--- src/rtl/dic_pkg.sv ---
// Shared types and constants for the duplicate request cache.
`timescale 1ns / 1ps

package dic_pkg;

  // Table geometry.
  localparam int NUM_ENTRIES = 64;
  localparam int IDX_W       = $clog2(NUM_ENTRIES);

  // Field widths.
  localparam int ADDR_W   = 32;
  localparam int ID_W     = 32;
  localparam int METRIC_W = 32;
  localparam int REFW_W   = 8;
  localparam int TIME_W   = 32;
  localparam int EXP_W    = TIME_W + 1;

  // Configuration port.
  localparam int CFG_IDX_W  = 2;
  localparam int CFG_DATA_W = 32;
  localparam logic [CFG_IDX_W-1:0] CFG_LIFETIME = CFG_IDX_W'(0);
  localparam logic [CFG_IDX_W-1:0] CFG_MAX_REFW = CFG_IDX_W'(1);

  // Reset values of the configuration registers.
  localparam logic [TIME_W-1:0] LIFETIME_RESET = TIME_W'(1000);
  localparam logic [REFW_W-1:0] MAX_REFW_RESET = REFW_W'(2);
  localparam logic [REFW_W-1:0] REFW_MAX       = '1;

  // One stored table row.
  typedef struct packed {
    logic [ADDR_W-1:0]   addr;
    logic [ID_W-1:0]     id;
    logic [METRIC_W-1:0] metric;
    logic [REFW_W-1:0]   refw;
    logic [EXP_W-1:0]    expiry;
  } entry_row_t;

  // Key and time of the request under test.
  typedef struct packed {
    logic [ADDR_W-1:0] addr;
    logic [ID_W-1:0]   id;
    logic [TIME_W-1:0] now;
  } query_t;

  // Outcome of comparing one row against the request.
  typedef struct packed {
    logic expired;
    logic live;
    logic match;
  } cmp_status_t;

endpackage

--- src/rtl/dic_cmp.sv ---
// Compare unit shared by every step of the table scan.
`timescale 1ns / 1ps

module dic_cmp
  import dic_pkg::*;
(
  input  logic        row_valid,
  input  entry_row_t  row,
  input  query_t      query,
  output cmp_status_t status
);

  // A valid row whose expiry lies before now is freed; a live row may match.
  always_comb begin
    status.expired = row_valid && (row.expiry < {1'b0, query.now});
    status.live    = row_valid && !status.expired;
    status.match   = status.live && (row.addr == query.addr) && (row.id == query.id);
  end

endmodule

--- config.mk ---
export PLATFORM = sky130hd
export DESIGN_NAME = dic_cmp
export DESIGN_NICKNAME = d
export VERILOG_FILES = /design/src/rtl/dic_pkg.sv /design/src/rtl/dic_cmp.sv
export SDC_FILE = /design/constraint.sdc
export NUM_CORES = 1
export LEC_CHECK = 0
export ABC_AREA = 1
export BUFFER_PORTS_ARGS = -buffer_cell sky130_fd_sc_hd__buf_2
export CAP_MARGIN = 20
export CORE_AREA = 2 2 92 94
export DETAILED_ROUTE_END_ITERATION = 6
export DIE_AREA = 0 0 94 96
export PLACE_DENSITY = 0.59
export SLEW_MARGIN = 0
export SYNTH_ARGS = -nofsm -noshare
export SYNTH_HDL_FRONTEND = slang
export SYNTH_SLANG_ARGS = --single-unit
--- constraint.sdc ---
create_clock -name vclk -period 1.3
set_input_delay 0.065 -clock vclk [all_inputs]
set_output_delay 0.065 -clock vclk [all_outputs]
set_load 0.03 [all_outputs]
Word-level counts from Yosys, hierarchy flattened

Index checks and enable logic that the tools add are counted.

Bits in registers: 0
Bits of input ports: 234
Output and inout port bits: 3

$lt $le $gt $ge: 1
Eq/ne operators: 2
Reductions and logical operators: 5

Operators by type and width:

| cell              | number |
|---|---|
| $eq 32x32->1      | 2 |
| $lt 33x32->1      | 1 |
| $logic_and 1x1->1 | 4 |
| $logic_not 1->1   | 1 |

Logic depth before layout (Yosys ltp)

Word-level depth: 6
Gate-level depth with buffers: 14
Gate-level depth less buffers: 14

Worst setup path before layout

OpenSTA, ideal clock, no wires.

Path type: input to output
From: input query[28] (netlist name)
To: output status[2] (netlist name)
Arrival time: 1308 ps
Path slack: -73 ps
Stages: 11
Path buffers: 0
Path through: inv_1 > ha_1 > nand2_1 > inv_1 > nand2_1 > nand2_1 > a21oi_1 > nand2_1 > nor2_1 > nand2_2 > nor2_1

RTL lines:

| element         | RTL line      | source |
|---|---|---|
| start, declared | dic_cmp.sv:9  | `input query_t query,` |
| end, declared   | dic_cmp.sv:10 | `output cmp_status_t status` |

==> impl_metrics.py <==
metrics = {
    "detailed_routing": {
        "vias": 2563,
        "initialDrtViolationCount": 17,
        "drt-pass1-iter-count": 4,
        "drc_errors": 0,
        "wl_per_cell_um": 10.4,
        "antenna_left": 0,
        "wl_mm": 6.54,
        "drt-vias-per-instance": 4.07,
    },
    "floorplanning": {
        "core-area_mm2": 0.00805,
        "ios": 237,
        "die_y_um": 96,
        "std_cell_rows": 33,
        "fp.dieW_um": 94,
        "design.die.area_mm2": 0.00902,
        "start_util": 0.223,
    },
    "synth": {
        "syn-mean-instance-area_um2": 5.52,
        "synthTopCellsByArea": "xor2_1 24%, ha_1 22%, nand2_1 18%, nor2_1 14%, inv_1 13%",
        "yosysMostFrequentCell": "nand2_1",
        "ys_types": 13,
        "yosys_warnings": 0,
        "synth_area_mm2": 0.00180,
        "ys_top_cells_by_count": "85 x nand2_1, 66 x nor2_1, 63 x inv_1, 49 x xor2_1, 31 x ha_1",
        "synth_largest_area_cell": "xor2_1",
        "synth_cells": 326,
        "syn_nets": 591,
        "netlist.area_leader.share": 0.239,
        "synth-seq-area-share": 0,
    },
    "global_routing": {
        "grt_pass1_vias": 2350,
        "grt_max_degree": 4,
        "grt-ovfl-total": 0,
        "grt_pass1_wl_mm": 8.91,
        "grt_usage": 0.118,
        "antenna_found_initial": 0,
    },
    "layout": {
        "nFillCells": 821,
        "fin_util": 0.450,
        "clkbuf_count": 0,
        "nFlopsAndLatches": 0,
        "design_area_mm2": 0.00363,
        "multi_input_area_mm2": 0.00211,
        "area_growth_pct": 102,
        "layout-drive-gt1-share": 0.565,
        "nets": 791,
        "regArea_um2": 0,
        "n_antenna_cell": 0,
    },
    "timing": {
        "grt_setup_unrepaired": "true",
        "finalSetupTns_ns": -0.377,
        "tightestPinTransition_ns": 0.162,
        "finalHoldViolCount": 0,
        "fin_crit_ns": 1.43,
        "slew_violations": 0,
        "setup_ws_ns": -0.134,
        "setup-violations-final": 3,
        "min_period_over_period": 1.10,
        "relSlewSlack": 0.891,
        "fmax_ghz": 0.697,
    },
    "placed_design": {
        "gp_congestion": 0.737,
        "dp_hpwl_mm": 5.41,
        "place_area_mm2": 0.00292,
        "dpl_worst_slack_ns": -0.271,
        "io_buffers": 197,
    },
    "clock_tree": {
        "cts_hold_buf": 0,
    },
    "pwr": {
        "powerDensity_mw_per_mm2": 302,
        "ir_drop_v": 0.000140,
        "p_leak_uw": 0.00198,
    },
    "job": {
        "cap_violations": 0,
    },
    "worst_setup_path": {
        "arrival_ns": 1.37,
        "required_ns": 1.24,
        "cp_max_fo": 2,
        "setup.worst_path.end_class": "output pin",
        "worstSetupPathType": "in2out",
        "start_kind": "input pin",
    },
    "run_status": {
        "violations": "negative setup slack",
        "status": "finished with violations",
    },
    "worst_hold_path": {
        "hp-class": "in2out",
    },
}
==> power by group <==
group | switching [uW] | internal, uW | leakage [uW]
combinational | 498 | 596 | 0.00198
sequential | 0 | 0 | 0
clock | 0 | 0 | 0
total | 498 | 596 | 0.00198
==> placed cells by master (no fill, tap or decap) <==
cell type and n:
buf_2 173, nand2_1 65, nor2_1 59, xor2_1 49, inv_1 35, ha_4 30
inv_2 26, buf_6 24, nand2_2 14, nand2_4 9, nor2_4 8, a21oi_1 7
o21ai_0 4, nor2_2 4, o21ai_1 4, a21oi_2 3, inv_4 2, a21o_1 2
nand3_1 2, a21boi_2 1, nand3_2 1, ha_1 1, buf_4 1
==> critical path, stage by stage <==
cell and delay, ns:
buf_2 0.08, inv_2 0.04, ha_4 0.27, nand2_4 0.05
nor2_4 0.11, nand2_2 0.06, nor2_2 0.11, nand2_1 0.06
nand2_1 0.05, nor2_1 0.05, nand2_2 0.12, nand2_4 0.07
nor2_4 0.08, buf_6 0.13
==> logic make-up after synthesis <==
logic type,synth area share
simple gates,0.351
buf+inv,0.132
xor+xnor,0.239
fa+ha+maj,0.216
compound gates,0.0626
==> layer usage <==
metal  wire length, um  global-route usage  vias up
li1                  -                   -     1367
met1              2260               0.129     1085
met2              3890               0.262      111
met3               384            0.000783        0
met4                 0                   0        0
met5                 0                   0        -
==> through the flow <==
stage          power, uW  hold WS (ns)  instances
2_1_floorplan        388         0.252        326
3_3_place_gp         771         0.526        628
3_5_place_dp         782         0.516        628
4_1_cts              921         0.484        628
5_1_grt             1210         0.500        629
6_report            1090         0.486        629
==> final cells by class <==
cell class,instances,area share
Inverter,63,0.0666
Multi-Input combinational cell,263,0.582
Tap cell,105,0.0362
Timing Repair Buffer,198,0.315
==> repair_timing <==
item,in CTS,in global routing
resized for setup,62,72
endpoints found under the setup margin,3,3
hold endpoints to repair,0,0
gates cloned,0,0
pin swaps,35,43
setup buffers,0,1
==> final timing paths <==
check / from / endpoint / slack [ns] / depth (start not counted)
max: query[22] / status[0] / -0.13 / 14
min: row_valid / status[1] / 0.49 / 4
(Power assumes the default switching activity.)
